`config.mk`:
```
export PLATFORM = sky130hd
export DESIGN_NAME = serial_frame_deframer_crc16
export DESIGN_NICKNAME = d
export VERILOG_FILES = /design/src/design/sfd_pkg.sv /design/src/design/sfd_front.sv /design/src/design/sfd_queue.sv /design/src/design/sfd_back.sv /design/src/design/serial_frame_deframer_crc16.sv
export SDC_FILE = /design/constraint.sdc
export NUM_CORES = 2
export LEC_CHECK = 0
export BUFFER_PORTS_ARGS = -buffer_cell sky130_fd_sc_hd__buf_4
export CAP_MARGIN = 20
export CORE_MARGIN = 1.5
export CORE_UTILIZATION = 62
export CTS_CLUSTER_SIZE = 16
export DETAILED_ROUTE_END_ITERATION = 10
export HOLD_SLACK_MARGIN = 0.03
export PLACE_DENSITY_LB_ADDON = 0.15
export SLEW_MARGIN = 20
export SYNTH_ARGS = -nofsm -noshare
export SYNTH_HDL_FRONTEND = slang
export SYNTH_SLANG_ARGS = --single-unit
```
`constraint.sdc`:
```
create_clock -name clk -period 12.1 [get_ports clk]
set_clock_uncertainty 0.1 [all_clocks]
set_input_delay 0.605 -clock clk [delete_from_list [all_inputs] [get_ports clk]]
set_output_delay 0.605 -clock clk [all_outputs]
set_load 0.1 [all_outputs]
```
`src/design/sfd_pkg.sv`:
```
// Shared types and constants for the serial frame deframer.
`timescale 1ns / 1ps
package sfd_pkg;

    localparam int MAX_PAYLOAD_DEF = 64;
    localparam int Q_DEPTH_DEF     = 4;
    localparam int ADDR_W          = 6;
    localparam int LEN_W           = 7;
    localparam int NUM_CNT         = 5;

    localparam logic [7:0]  SYNC0_BYTE = 8'hAA;
    localparam logic [7:0]  SYNC1_BYTE = 8'h55;
    localparam logic [15:0] CRC_INIT   = 16'hFFFF;
    localparam logic [15:0] CRC_POLY   = 16'h1021;

    // event codes
    localparam logic [2:0] EV_PROG   = 3'd0;
    localparam logic [2:0] EV_GARB   = 3'd1;
    localparam logic [2:0] EV_BADLEN = 3'd2;
    localparam logic [2:0] EV_BADCRC = 3'd3;
    localparam logic [2:0] EV_OK     = 3'd4;

    // counter slots
    localparam int CNT_GARBAGE = 0;
    localparam int CNT_BADLEN  = 1;
    localparam int CNT_BADCRC  = 2;
    localparam int CNT_RESYNC  = 3;
    localparam int CNT_OK      = 4;

    typedef logic [NUM_CNT-1:0][31:0] cnt_vec_t;

    // one queued command: a status beat or a whole accepted frame
    typedef struct packed {
        logic [2:0]       ev;
        logic [7:0]       ftype;
        logic [7:0]       seq;
        logic [LEN_W-1:0] flen;
        cnt_vec_t         cnt;
    } cmd_t;

    typedef struct packed {
        logic              we;
        logic [ADDR_W-1:0] addr;
        logic [7:0]        data;
    } pay_wr_t;

    typedef struct packed {
        logic full;
        logic empty;
    } q_stat_t;

endpackage

```
`src/design/sfd_front.sv`:
```
// Front end: sync hunt, header parse, CRC check, payload write, command push.
`timescale 1ns / 1ps
module sfd_front #(
    parameter int MAX_PAYLOAD = sfd_pkg::MAX_PAYLOAD_DEF
) (
    input  logic             clk,
    input  logic             rst_n,
    input  logic [7:0]       rx_byte,
    input  logic             in_valid,
    output logic             in_stall,
    input  sfd_pkg::q_stat_t q_stat,
    output logic             push,
    output sfd_pkg::cmd_t    push_cmd,
    output sfd_pkg::pay_wr_t pay_wr,
    input  logic             drain_done
);
    import sfd_pkg::*;

    typedef enum logic [7:0] {
        PH_SYNC0 = 8'b0000_0001,
        PH_SYNC1 = 8'b0000_0010,
        PH_LEN   = 8'b0000_0100,
        PH_TYPE  = 8'b0000_1000,
        PH_SEQ   = 8'b0001_0000,
        PH_PAY   = 8'b0010_0000,
        PH_CRCHI = 8'b0100_0000,
        PH_CRCLO = 8'b1000_0000
    } phase_t;

    localparam logic [7:0] MAX_LEN = 8'(MAX_PAYLOAD);

    function automatic logic [15:0] crc_fold(input logic [15:0] c, input logic [7:0] b);
        logic [15:0] r;
        r = c ^ {b, 8'h00};
        for (int i = 0; i < 8; i++) begin
            if (r[15])
                r = {r[14:0], 1'b0} ^ CRC_POLY;
            else
                r = {r[14:0], 1'b0};
        end
        return r;
    endfunction

    phase_t           phase_reg, phase_next;
    logic [LEN_W-1:0] length_reg, length_next;
    logic [LEN_W-1:0] pos_reg, pos_next;
    logic [15:0]      crc_reg, crc_next;
    logic [7:0]       crc_hi_reg, crc_hi_next;
    logic [7:0]       type_reg, type_next;
    logic [7:0]       seq_reg, seq_next;
    cnt_vec_t         cnt_reg, cnt_next;
    logic             mem_busy_reg, mem_busy_next;
    logic             accept;
    logic             pay_frame;
    logic [2:0]       ev;

    // the back end reads the payload store until a frame drain ends
    assign in_stall = q_stat.full || (phase_reg == PH_PAY && mem_busy_reg);
    assign accept   = in_valid && !in_stall;
    assign push     = accept;

    always_comb
    begin
        phase_next  = phase_reg;
        length_next = length_reg;
        pos_next    = pos_reg;
        crc_next    = crc_reg;
        crc_hi_next = crc_hi_reg;
        type_next   = type_reg;
        seq_next    = seq_reg;
        cnt_next    = cnt_reg;
        ev          = EV_PROG;
        pay_frame   = 1'b0;
        pay_wr.we   = 1'b0;
        pay_wr.addr = pos_reg[ADDR_W-1:0];
        pay_wr.data = rx_byte;
        push_cmd.ftype = 8'h00;
        push_cmd.seq   = 8'h00;
        push_cmd.flen  = '0;
        unique case (phase_reg)
            PH_SYNC1:
            begin
                if (rx_byte == SYNC1_BYTE)
                    phase_next = PH_LEN;
                else if (rx_byte == SYNC0_BYTE)
                begin
                    cnt_next[CNT_GARBAGE] = cnt_reg[CNT_GARBAGE] + 32'd1;
                    ev = EV_GARB;
                end
                else
                begin
                    // the lone 0xAA is discarded too
                    cnt_next[CNT_GARBAGE] = cnt_reg[CNT_GARBAGE] + 32'd2;
                    phase_next = PH_SYNC0;
                    ev = EV_GARB;
                end
            end
            PH_LEN:
            begin
                if (rx_byte > MAX_LEN)
                begin
                    cnt_next[CNT_BADLEN] = cnt_reg[CNT_BADLEN] + 32'd1;
                    cnt_next[CNT_RESYNC] = cnt_reg[CNT_RESYNC] + 32'd1;
                    phase_next = PH_SYNC0;
                    ev = EV_BADLEN;
                end
                else
                begin
                    length_next = rx_byte[LEN_W-1:0];
                    pos_next    = '0;
                    crc_next    = crc_fold(CRC_INIT, rx_byte);
                    phase_next  = PH_TYPE;
                end
            end
            PH_TYPE:
            begin
                type_next  = rx_byte;
                crc_next   = crc_fold(crc_reg, rx_byte);
                phase_next = PH_SEQ;
            end
            PH_SEQ:
            begin
                seq_next   = rx_byte;
                crc_next   = crc_fold(crc_reg, rx_byte);
                phase_next = (length_reg == '0) ? PH_CRCHI : PH_PAY;
            end
            PH_PAY:
            begin
                pay_wr.we  = 1'b1;
                pos_next   = pos_reg + 1'b1;
                crc_next   = crc_fold(crc_reg, rx_byte);
                if (pos_next >= length_reg)
                    phase_next = PH_CRCHI;
            end
            PH_CRCHI:
            begin
                crc_hi_next = rx_byte;
                phase_next  = PH_CRCLO;
            end
            PH_CRCLO:
            begin
                phase_next = PH_SYNC0;
                if ({crc_hi_reg, rx_byte} == crc_reg)
                begin
                    cnt_next[CNT_OK] = cnt_reg[CNT_OK] + 32'd1;
                    ev = EV_OK;
                    push_cmd.ftype = type_reg;
                    push_cmd.seq   = seq_reg;
                    push_cmd.flen  = length_reg;
                    pay_frame      = (length_reg != '0);
                end
                else
                begin
                    cnt_next[CNT_BADCRC] = cnt_reg[CNT_BADCRC] + 32'd1;
                    cnt_next[CNT_RESYNC] = cnt_reg[CNT_RESYNC] + 32'd1;
                    ev = EV_BADCRC;
                end
            end
            default:
            begin
                if (rx_byte == SYNC0_BYTE)
                    phase_next = PH_SYNC1;
                else
                begin
                    phase_next = PH_SYNC0;
                    cnt_next[CNT_GARBAGE] = cnt_reg[CNT_GARBAGE] + 32'd1;
                    ev = EV_GARB;
                end
            end
        endcase
        pay_wr.we    = pay_wr.we && accept;
        push_cmd.ev  = ev;
        push_cmd.cnt = cnt_next;
    end

    always_comb
    begin
        mem_busy_next = mem_busy_reg;
        if (drain_done)
            mem_busy_next = 1'b0;
        if (accept && pay_frame)
            mem_busy_next = 1'b1;
    end

    always_ff @(posedge clk or negedge rst_n)
    begin
        if (!rst_n)
        begin
            phase_reg    <= PH_SYNC0;
            length_reg   <= '0;
            pos_reg      <= '0;
            crc_reg      <= '0;
            crc_hi_reg   <= '0;
            type_reg     <= '0;
            seq_reg      <= '0;
            cnt_reg      <= '0;
            mem_busy_reg <= 1'b0;
        end
        else
        begin
            mem_busy_reg <= mem_busy_next;
            if (accept)
            begin
                phase_reg  <= phase_next;
                length_reg <= length_next;
                pos_reg    <= pos_next;
                crc_reg    <= crc_next;
                crc_hi_reg <= crc_hi_next;
                type_reg   <= type_next;
                seq_reg    <= seq_next;
                cnt_reg    <= cnt_next;
            end
        end
    end

    a_no_write_busy: assert property (@(posedge clk) disable iff (!rst_n)
        pay_wr.we |-> !mem_busy_reg)
        else $error("payload write during drain");
    a_done_when_busy: assert property (@(posedge clk) disable iff (!rst_n)
        drain_done |-> mem_busy_reg)
        else $error("drain done without pending frame");
    a_single_frame: assert property (@(posedge clk) disable iff (!rst_n)
        (accept && pay_frame) |-> !mem_busy_reg)
        else $error("second payload frame while store busy");
    a_no_push_full: assert property (@(posedge clk) disable iff (!rst_n)
        push |-> !q_stat.full)
        else $error("push into full queue");

endmodule

```
`src/design/sfd_queue.sv`:
```
// Short command queue between front and back ends.
`timescale 1ns / 1ps
module sfd_queue #(
    parameter int DEPTH = sfd_pkg::Q_DEPTH_DEF
) (
    input  logic             clk,
    input  logic             rst_n,
    input  logic             push,
    input  sfd_pkg::cmd_t    push_cmd,
    input  logic             pop,
    output sfd_pkg::cmd_t    pop_cmd,
    output sfd_pkg::q_stat_t q_stat
);
    import sfd_pkg::*;

    localparam int PTR_W = (DEPTH > 1) ? $clog2(DEPTH) : 1;
    localparam int CNT_W = $clog2(DEPTH + 1);
    localparam logic [PTR_W-1:0] LAST_PTR = PTR_W'(DEPTH - 1);
    localparam logic [CNT_W-1:0] FULL_CNT = CNT_W'(DEPTH);

    cmd_t             slot_reg [DEPTH];
    logic [PTR_W-1:0] wr_ptr_reg, rd_ptr_reg;
    logic [CNT_W-1:0] fill_reg;
    logic             do_push, do_pop;

    assign q_stat.full  = (fill_reg == FULL_CNT);
    assign q_stat.empty = (fill_reg == '0);
    assign do_push = push && !q_stat.full;
    assign do_pop  = pop && !q_stat.empty;
    assign pop_cmd = slot_reg[rd_ptr_reg];

    always_ff @(posedge clk)
    begin
        if (do_push)
            slot_reg[wr_ptr_reg] <= push_cmd;
    end

    always_ff @(posedge clk or negedge rst_n)
    begin
        if (!rst_n)
        begin
            wr_ptr_reg <= '0;
            rd_ptr_reg <= '0;
            fill_reg   <= '0;
        end
        else
        begin
            if (do_push)
                wr_ptr_reg <= (wr_ptr_reg == LAST_PTR) ? '0 : wr_ptr_reg + 1'b1;
            if (do_pop)
                rd_ptr_reg <= (rd_ptr_reg == LAST_PTR) ? '0 : rd_ptr_reg + 1'b1;
            if (do_push && !do_pop)
                fill_reg <= fill_reg + 1'b1;
            else if (do_pop && !do_push)
                fill_reg <= fill_reg - 1'b1;
        end
    end

endmodule

```
`src/design/sfd_back.sv`:
```
// Back end: payload store, frame drain and output register.
`timescale 1ns / 1ps
module sfd_back #(
    parameter int MAX_PAYLOAD = sfd_pkg::MAX_PAYLOAD_DEF
) (
    input  logic                      clk,
    input  logic                      rst_n,
    input  sfd_pkg::q_stat_t          q_stat,
    output logic                      pop,
    input  sfd_pkg::cmd_t             pop_cmd,
    input  sfd_pkg::pay_wr_t          pay_wr,
    output logic                      drain_done,
    output logic                      out_valid,
    input  logic                      out_stall,
    output logic [2:0]                event_res,
    output logic [7:0]                frame_type,
    output logic [7:0]                seq_num,
    output logic [sfd_pkg::LEN_W-1:0] frame_len,
    output logic [7:0]                payload_byte,
    output logic [sfd_pkg::ADDR_W-1:0] payload_index,
    output logic                      last,
    output logic [31:0]               garbage_count,
    output logic [31:0]               bad_length_count,
    output logic [31:0]               bad_crc_count,
    output logic [31:0]               resync_count,
    output logic [31:0]               ok_count
);
    import sfd_pkg::*;

    typedef enum logic [2:0] {
        B_IDLE  = 3'b001,
        B_PRIME = 3'b010,
        B_DRAIN = 3'b100
    } bstate_t;

    logic [7:0]        mem [MAX_PAYLOAD];
    logic [7:0]        rdata_reg;
    logic [ADDR_W-1:0] rd_addr;

    bstate_t           state_reg, state_next;
    cmd_t              cmd_reg;
    logic [ADDR_W-1:0] idx_reg, idx_next;
    logic              out_valid_reg;
    logic              out_free;
    logic              load_status, load_pay, take_frame;
    logic              last_pay;

    cmd_t              ocmd_reg;
    logic [7:0]        obyte_reg;
    logic [ADDR_W-1:0] oidx_reg;
    logic              olast_reg;

    always_ff @(posedge clk)
    begin
        if (pay_wr.we)
            mem[pay_wr.addr] <= pay_wr.data;
        rdata_reg <= mem[rd_addr];
    end

    assign out_free = !out_valid_reg || !out_stall;
    assign last_pay = ({1'b0, idx_reg} + 1'b1) == cmd_reg.flen;

    always_comb
    begin
        state_next  = state_reg;
        idx_next    = idx_reg;
        pop         = 1'b0;
        load_status = 1'b0;
        load_pay    = 1'b0;
        take_frame  = 1'b0;
        drain_done  = 1'b0;
        rd_addr     = idx_reg;
        unique case (state_reg)
            B_IDLE:
            begin
                if (!q_stat.empty && out_free)
                begin
                    pop = 1'b1;
                    if (pop_cmd.ev == EV_OK && pop_cmd.flen != '0)
                    begin
                        take_frame = 1'b1;
                        state_next = B_PRIME;
                    end
                    else
                        load_status = 1'b1;
                end
            end
            B_PRIME:
            begin
                rd_addr    = '0;
                idx_next   = '0;
                state_next = B_DRAIN;
            end
            B_DRAIN:
            begin
                if (out_free)
                begin
                    // rdata holds entry idx; fetch the following one
                    load_pay = 1'b1;
                    rd_addr  = idx_reg + 1'b1;
                    idx_next = idx_reg + 1'b1;
                    if (last_pay)
                    begin
                        drain_done = 1'b1;
                        state_next = B_IDLE;
                    end
                end
            end
            default:
            begin
                state_next = B_IDLE;
            end
        endcase
    end

    always_ff @(posedge clk or negedge rst_n)
    begin
        if (!rst_n)
        begin
            state_reg     <= B_IDLE;
            idx_reg       <= '0;
            out_valid_reg <= 1'b0;
        end
        else
        begin
            state_reg <= state_next;
            idx_reg   <= idx_next;
            if (load_status || load_pay)
                out_valid_reg <= 1'b1;
            else if (out_free)
                out_valid_reg <= 1'b0;
        end
    end

    always_ff @(posedge clk)
    begin
        if (take_frame)
            cmd_reg <= pop_cmd;
        if (load_status)
        begin
            ocmd_reg  <= pop_cmd;
            obyte_reg <= 8'h00;
            oidx_reg  <= '0;
            olast_reg <= 1'b1;
        end
        else if (load_pay)
        begin
            ocmd_reg  <= cmd_reg;
            obyte_reg <= rdata_reg;
            oidx_reg  <= idx_reg;
            olast_reg <= last_pay;
        end
    end

    assign out_valid        = out_valid_reg;
    assign event_res        = ocmd_reg.ev;
    assign frame_type       = ocmd_reg.ftype;
    assign seq_num          = ocmd_reg.seq;
    assign frame_len        = ocmd_reg.flen;
    assign payload_byte     = obyte_reg;
    assign payload_index    = oidx_reg;
    assign last             = olast_reg;
    assign garbage_count    = ocmd_reg.cnt[CNT_GARBAGE];
    assign bad_length_count = ocmd_reg.cnt[CNT_BADLEN];
    assign bad_crc_count    = ocmd_reg.cnt[CNT_BADCRC];
    assign resync_count     = ocmd_reg.cnt[CNT_RESYNC];
    assign ok_count         = ocmd_reg.cnt[CNT_OK];

endmodule

```
`src/design/serial_frame_deframer_crc16.sv`:
```
// Top level of the serial frame deframer with CRC-16 check.
//
// Input channel: one received byte per beat (rx_byte, in_valid, in_stall).
// Output channel: one result beat per status or payload byte (out_valid,
// out_stall and the result fields).
// The front end parses one byte per cycle unless in_stall is high: sync
// hunt, LEN, TYPE, SEQ, payload and CRC, with the CRC folded a byte per
// cycle. Every byte pushes one command into a four-entry queue; the back
// end turns each command into one beat, or drains an accepted frame from
// the payload store at one beat per cycle while out_stall is low, after a
// priming state for the registered read. Input rate is one byte per cycle;
// the front stalls when the queue is full, and in the payload phase while
// the previous frame is still being drained from the single payload store.
// Reset clears the parser, counters, queue and output valid flag; the
// payload store needs no clearing. When the receiver stalls, the output
// beat holds and the queue absorbs up to four more bytes before in_stall.
`timescale 1ns / 1ps
module serial_frame_deframer_crc16 #(
    parameter int MAX_PAYLOAD = sfd_pkg::MAX_PAYLOAD_DEF,
    parameter int Q_DEPTH     = sfd_pkg::Q_DEPTH_DEF
) (
    input  logic                       clk,
    input  logic                       rst_n,
    input  logic [7:0]                 rx_byte,
    input  logic                       in_valid,
    output logic                       in_stall,
    output logic                       out_valid,
    input  logic                       out_stall,
    output logic [2:0]                 event_res,
    output logic [7:0]                 frame_type,
    output logic [7:0]                 seq_num,
    output logic [sfd_pkg::LEN_W-1:0]  frame_len,
    output logic [7:0]                 payload_byte,
    output logic [sfd_pkg::ADDR_W-1:0] payload_index,
    output logic                       last,
    output logic [31:0]                garbage_count,
    output logic [31:0]                bad_length_count,
    output logic [31:0]                bad_crc_count,
    output logic [31:0]                resync_count,
    output logic [31:0]                ok_count
);
    import sfd_pkg::*;

    q_stat_t q_stat;
    logic    push, pop, drain_done;
    cmd_t    push_cmd, pop_cmd;
    pay_wr_t pay_wr;

    sfd_front #(.MAX_PAYLOAD(MAX_PAYLOAD)) u_front (
        .clk        (clk),
        .rst_n      (rst_n),
        .rx_byte    (rx_byte),
        .in_valid   (in_valid),
        .in_stall   (in_stall),
        .q_stat     (q_stat),
        .push       (push),
        .push_cmd   (push_cmd),
        .pay_wr     (pay_wr),
        .drain_done (drain_done)
    );

    sfd_queue #(.DEPTH(Q_DEPTH)) u_queue (
        .clk      (clk),
        .rst_n    (rst_n),
        .push     (push),
        .push_cmd (push_cmd),
        .pop      (pop),
        .pop_cmd  (pop_cmd),
        .q_stat   (q_stat)
    );

    sfd_back #(.MAX_PAYLOAD(MAX_PAYLOAD)) u_back (
        .clk              (clk),
        .rst_n            (rst_n),
        .q_stat           (q_stat),
        .pop              (pop),
        .pop_cmd          (pop_cmd),
        .pay_wr           (pay_wr),
        .drain_done       (drain_done),
        .out_valid        (out_valid),
        .out_stall        (out_stall),
        .event_res        (event_res),
        .frame_type       (frame_type),
        .seq_num          (seq_num),
        .frame_len        (frame_len),
        .payload_byte     (payload_byte),
        .payload_index    (payload_index),
        .last             (last),
        .garbage_count    (garbage_count),
        .bad_length_count (bad_length_count),
        .bad_crc_count    (bad_crc_count),
        .resync_count     (resync_count),
        .ok_count         (ok_count)
    );

endmodule

```
# --- Word level (Yosys, flattened, before mapping) ---
# Memory sizes are Yosys's and may differ from the RTL's. A register that Yosys moved wholly into a read port is not among the register bits.
# Index checks and enable logic that the tools add are counted.
word_totals:
  regBits: 627
  ram_bits: 1256
  in_bits: 12
  output_inout_bits: 203
  word_cells: 287
  memories: 2
classes:
  addsub: 13
  order_cmp: 2
  n_eq_ne: 25
  mux: 132
  bitwise_logic: 33
  reduce_logical: 40
memory_table:
  columns: ["name", "words", "width", "rd", "rd_clocked_by_memory_dff", "write_ports", "line", "source"]
  rows:
  - ["u_queue.slot_reg", 4, 186, 1, 0, 1, "sfd_queue.sv:21", "cmd_t slot_reg [DEPTH];"]
  - ["u_back.mem", 64, 8, 1, 1, 1, "sfd_back.sv:36", "logic [7:0] mem [MAX_PAYLOAD];"]
op_table:
  columns: ["cell", "count"]
  rows:
  - ["$mux W16", 36]
  - ["$mux W13", 30]
  - ["$mux W186", 2]
  - ["$mux W32", 9]
  - ["$add A32 B1 Y32 const B", 5]
  - ["$pmux W32 S2", 2]
  - ["$not A3 Y3", 30]
  - ["$mux W64", 1]
  - ["$pmux W16 S4", 1]
  - ["$pmux W8 S7", 1]
  - ["$mux W23", 2]
  - ["$add A32 B2 Y32 const B", 1]
  - ["$mux W1", 26]
  - ["$mux W8", 3]
  - ["$mux W3", 7]
  - ["$eq A16 B16 Y1", 1]
  - ["$eq A8 B7 Y1 const B", 2]
  - ["$eq A8 B8 Y1 const B", 2]
  - ["$not A16 Y16", 1]
  - ["$xor A16 B16 Y16", 1]
  - ["$mux W7", 2]
  - ["$pmux W7 S2", 1]
  - ["$reduce_bool A7 Y1", 2]
  - ["$pmux W3 S4", 1]
  - ["other kinds (39)", 76]

# --- Logic depth before layout (Yosys ltp) ---
logic_depth:
  word_depth: 33
  ltp_mapped: 15
  mapped_depth_nobuf: 11

# --- Cells and area by module ---
# A second synthesis with hierarchy kept.
hier_totals:
  hier_cells: 5755
  area_unflattened_um2: 84123.2
by_module_without_submodules:
  columns: ["module", "n_inst", "cells_each", "area_each_um2", "seq_area_each_um2"]
  rows:
  - ["sfd_back", 1, 3156, 42703.5, 27257.4]
  - ["sfd_queue", 1, 1009, 27261.1, 22516.6]
  - ["sfd_front", 1, 1590, 14158.6, 5581.6]

# --- Worst setup path before layout ---
# No wires, ideal clock.
synth_timing:
  path_type: "flip-flop to flip-flop"
  start: "register u_queue.rd_ptr_reg[0]"
  end: "register u_back.cmd_reg[0] (netlist name) (enable)"
  setup_ns: 0.737
  arrival_time_ns: 9.347
  t_required_ns: 11.263
  setup_slack_ns: 1.916
  stages_incl_launch_ff: 7
  n_path_buf: 2
  path_cell_list: "dfrtp_1 > buf_2 > buf_2 > mux4_2 > nor2_1 > nand3_1 > nor2_1"
synth_rtl:
  columns: ["element", "line", "source"]
  rows:
  - ["start: declaration", "sfd_queue.sv:22", "logic [PTR_W-1:0] wr_ptr_reg, rd_ptr_reg;"]
  - ["start signal: assignment", "sfd_queue.sv:51", "rd_ptr_reg <= (rd_ptr_reg == LAST_PTR) ? '0 : rd_ptr_reg + 1'b1;"]
  - ["end signal: assignment", "sfd_back.sv:138", "cmd_reg <= pop_cmd;"]
  - ["end: declaration", "sfd_back.sv:41", "cmd_t cmd_reg;"]

==> summary.txt <==
Worst setup path
  – Worst reg2reg startpoint: u_queue.rd_ptr_reg[0]
  – Crit Path Class: reg -> reg
  – Startpoint types: register
  – R2R setup slack: 6.53 ns
  – Crit. End Element: register
  – Critical Path RT: 12.51 ns
  – Crit-path slowest cell: buf_4
  – CP dominant cell by count: buf_4
  – Delay of the slowest critical-path stage: 0.93 ns
  – R2R cell count: 6
  – Worst r2r dst: u_back.bad_crc_count[6]
  – Critical Path, Cell by Cell: buf_6 > mux4_2 > a31oi_4 > buf_4 > buf_4 > mux2_2
  – Critical-path maximum fanout: 65
  – Critical path arrival: 5.98 ns

Drt
  – Via density: 6.189
  – DRC violations left: 0
  – Routed WL: 161.1 mm
  – WL per Instance: 24.06 um
  – Vias: 41440
  – DRT iter0 DRCs: 4317
  – Post-DRT Antenna Nets: 0
  – Initial DRT Pass Iterations: 6

Logic synthesis
  – Synth Area in Compound Gates: 3.793%
  – Area leader, netlist: edfxtp_1
  – Main combinational cell family by area after synthesis: multiplexers
  – Post-synth top flop: edfxtp_1
  – Sequential share of the synthesized area: 72.74%
  – Synthesized flop and latch total: 1891
  – Top-area cell type share of the netlist area: 64.24%
  – Syn. warnings: 0
  – Largest cells by area after synthesis: edfxtp_1 (64%), dfrtp_1 (7.8%), mux4_2 (5.5%)
  – Synth unique cells: 89
  – Synth Area in Simple Gates: 8.022%
  – Asr flop ratio synth: 12.69%
  – Multiplexer share of the synthesized area: 9.145%
  – Adder-cell area share of the yosys netlist: 0.3716%
  – Syn Nets: 4756
  – Post-Synth XOR/XNOR Area: 4.201%
  – Cell count after synthesis: 4722
  – Syn_area_per_cell: 16.12 sq um
  – Cell Area, Synth: 76100 sq um
  – Post-synth EDFFs: 1628

Placement
  – IO buf count: 214
  – HPWL after detailed placement: 93.66 mm
  – Total placed cells including tap cells: 6350
  – GP Congestion: 0.8282
  – Post-placement cell area: 79100 sq um

Timing
  – Final Slew Violations: 0
  – Peak Freq: 0.1796 GHz
  – Slew at the pin closest to its max-slew limit: 1.148 ns
  – Final Cycle Share: 46.02%
  – Min Tclk post-route: 5.569 ns
  – RSZ-0062 raised after global routing: no
  – Endpoints failing setup: 0
  – Relative slew margins: 22.90%
  – Final Hold Fails: 0
  – Final setup TNS: 0 ns
  – Min Hold Slack: 0.1315 ns

Die
  – Die height: 353.3 um
  – I/O pin cnt: 215
  – Die area: 124900 sq um
  – Row count: 128
  – Die W: 353.3 um
  – Core outline area: 121700 sq um
  – Starting Density: 62.52%

Clocking
  – CTS Sinks: 1891
  – Clock Tree Buf Depth: 3
  – Postcts setup bufs: 0
  – Skew-Pair Late Insertion Delay: 0.79 ns
  – CTS buffer count: 182
  – CTS tree: built
  – Clk root buf: clkbuf_16
  – Clock transition at path regs: 0.06 ns
  – H-Tree Depth: 4

Finish
  – Layout area overhead: 11.98%
  – Non-filler cells, final: 6696
  – Number of flip-flops in the largest register: 744
  – Final instance area: 85220 sq um
  – Commonest cells after routing, fill and taps aside: edfxtp_1 (1628), nand2_1 (552), buf_4 (252)
  – Commonest non-fill, non-tap cell in the layout: edfxtp_1
  – Share of cells above drive strength 1: 20.20%
  – Layout Nets: 4944

GRT
  – Met1 Use GR: 38.08%
  – GRT overflow: 0
  – Total track usage: 25.96%
  – M3 GR Usage: 3.866%
  – Largest net degree at the start of global routing: 152
  – Vias in the first global route: 41550
  – Grt met2 use: 41.08%
  – First-pass GRT wire length: 248.3 mm
  – Busiest grt layer: met2
  – Initial antenna violation count: 2

Pwr
  – VDD IR max: 0.3579 mV
  – Power, Total: 20700 uW
  – P_leak: 0.02980 uW
  – Cell Pwr Density: 242.9 nW/um^2

Worst hold path
  – Hold Crit Start: in_valid
  – Hold Crit Depth: 4
  – Min-Delay Endpoint: u_queue.wr_ptr_reg[0]
  – Worst min path class: in -> reg

Outcome
  – Status: finished clean

Run
  – Max_cap viols: 0
-- per-stage QoR --
| step | worst slack, ns | utilization (%) |
|---|---|---|
| after global placement | 6.263 | 64.99 |
| after CTS | 6.120 | 70.01 |
| after detailed placement | 6.145 | 64.99 |
| final | 6.531 | 70.01 |
| after global routing | 6.172 | 70.01 |
| after floorplan | 1.916 | - |
-- worst max-delay path, delay by kind of cell (launching register included) --
family          cells  cell delay (ns)
mux                 2             1.12
buf+inv             3             2.39
compound gates      1             0.69
flops               1             0.80
-- how the worst max path moves through the flow --
stage	from	endpoint	slack (ns)
4_1_cts	u_queue.rd_ptr_reg[0]	u_back.resync_count[28]	6.12
6_report	u_queue.rd_ptr_reg[0]	u_back.bad_crc_count[6]	6.53
3_3_place_gp	u_queue.rd_ptr_reg[0]	u_back.bad_crc_count[8]	6.26
5_1_grt	u_queue.rd_ptr_reg[0]	u_back.resync_count[24]	6.17
3_5_place_dp	u_queue.rd_ptr_reg[0]	u_back.bad_crc_count[16]	6.14
2_1_floorplan	u_queue.rd_ptr_reg[0]	u_back.cmd_reg[0]	1.92
-- power breakdown --
group / total (uW) / internal [uW] / switching [uW] / leakage (uW)
Sequential: 8960 / 8540 / 414 / 0.0183
Clock: 5710 / 3330 / 2380 / 0.00301
Combinational: 6030 / 1730 / 4300 / 0.00853
-- routing by layer --
layer	vias to the layer above	share of wire, %
li1	18390	-
met1	21180	43
met2	1597	48
met3	279	7.0
met4	4	2.4
met5	-	0.016
-- cell type report --
cell class                 count  area [sq um]
timing repair buffer         261          2048
clock inverter                90         888.4
multi-input combinational   2537         19520
inverter                      37         148.9
tap                         1625          2033
clock buffer                 254          5211
sequential                  1891         55360
antenna                        1         2.502
fill                        7860         36500
-- cell families after synthesis --
logic type / count (synthesis)
buffers and inverters: 294
AO/OA/AOI/OAI: 433
AND/OR/NAND/NOR: 1283
flip-flops: 1891
multiplexers: 434
XOR/XNOR: 365
adder cells (fa/ha/maj): 22
-- what timing repair did --
action / CTS / global route
gates resized for setup: 0 / 0
hold buffers: 1 / 0
hold endpoints to repair: 103 / 0
-- Yosys cell counts, types with 8 or more instances --
| cell type | count |
|---|---|
| a211oi_1 | 84 |
| a21oi_1 | 79 |
| a22o_1 | 9 |
| a31oi_1 | 78 |
| a32o_1 | 8 |
| a32oi_1 | 20 |
| and2_1 | 23 |
| and3_1 | 152 |
| and4_1 | 11 |
| buf_1 | 22 |
| buf_2 | 112 |
| buf_4 | 11 |
| clkbuf_1 | 108 |
| dfrtp_1 | 238 |
| dfxtp_1 | 23 |
| edfxtp_1 | 1628 |
| ha_1 | 21 |
| inv_1 | 34 |
| mux2_2 | 230 |
| mux2i_1 | 18 |
| mux4_2 | 186 |
| nand2_1 | 553 |
| nand2b_1 | 8 |
| nand3_1 | 121 |
| nand4_1 | 50 |
| nor2_1 | 218 |
| nor3_1 | 45 |
| nor4_1 | 15 |
| o211ai_1 | 8 |
| o21ai_0 | 65 |
| o221ai_1 | 16 |
| o22ai_1 | 28 |
| o41ai_1 | 8 |
| or2_2 | 11 |
| or3_1 | 11 |
| or4_1 | 13 |
| xnor2_1 | 212 |
| xor2_1 | 153 |
Note: power is estimated with default switching activity, not from simulation.
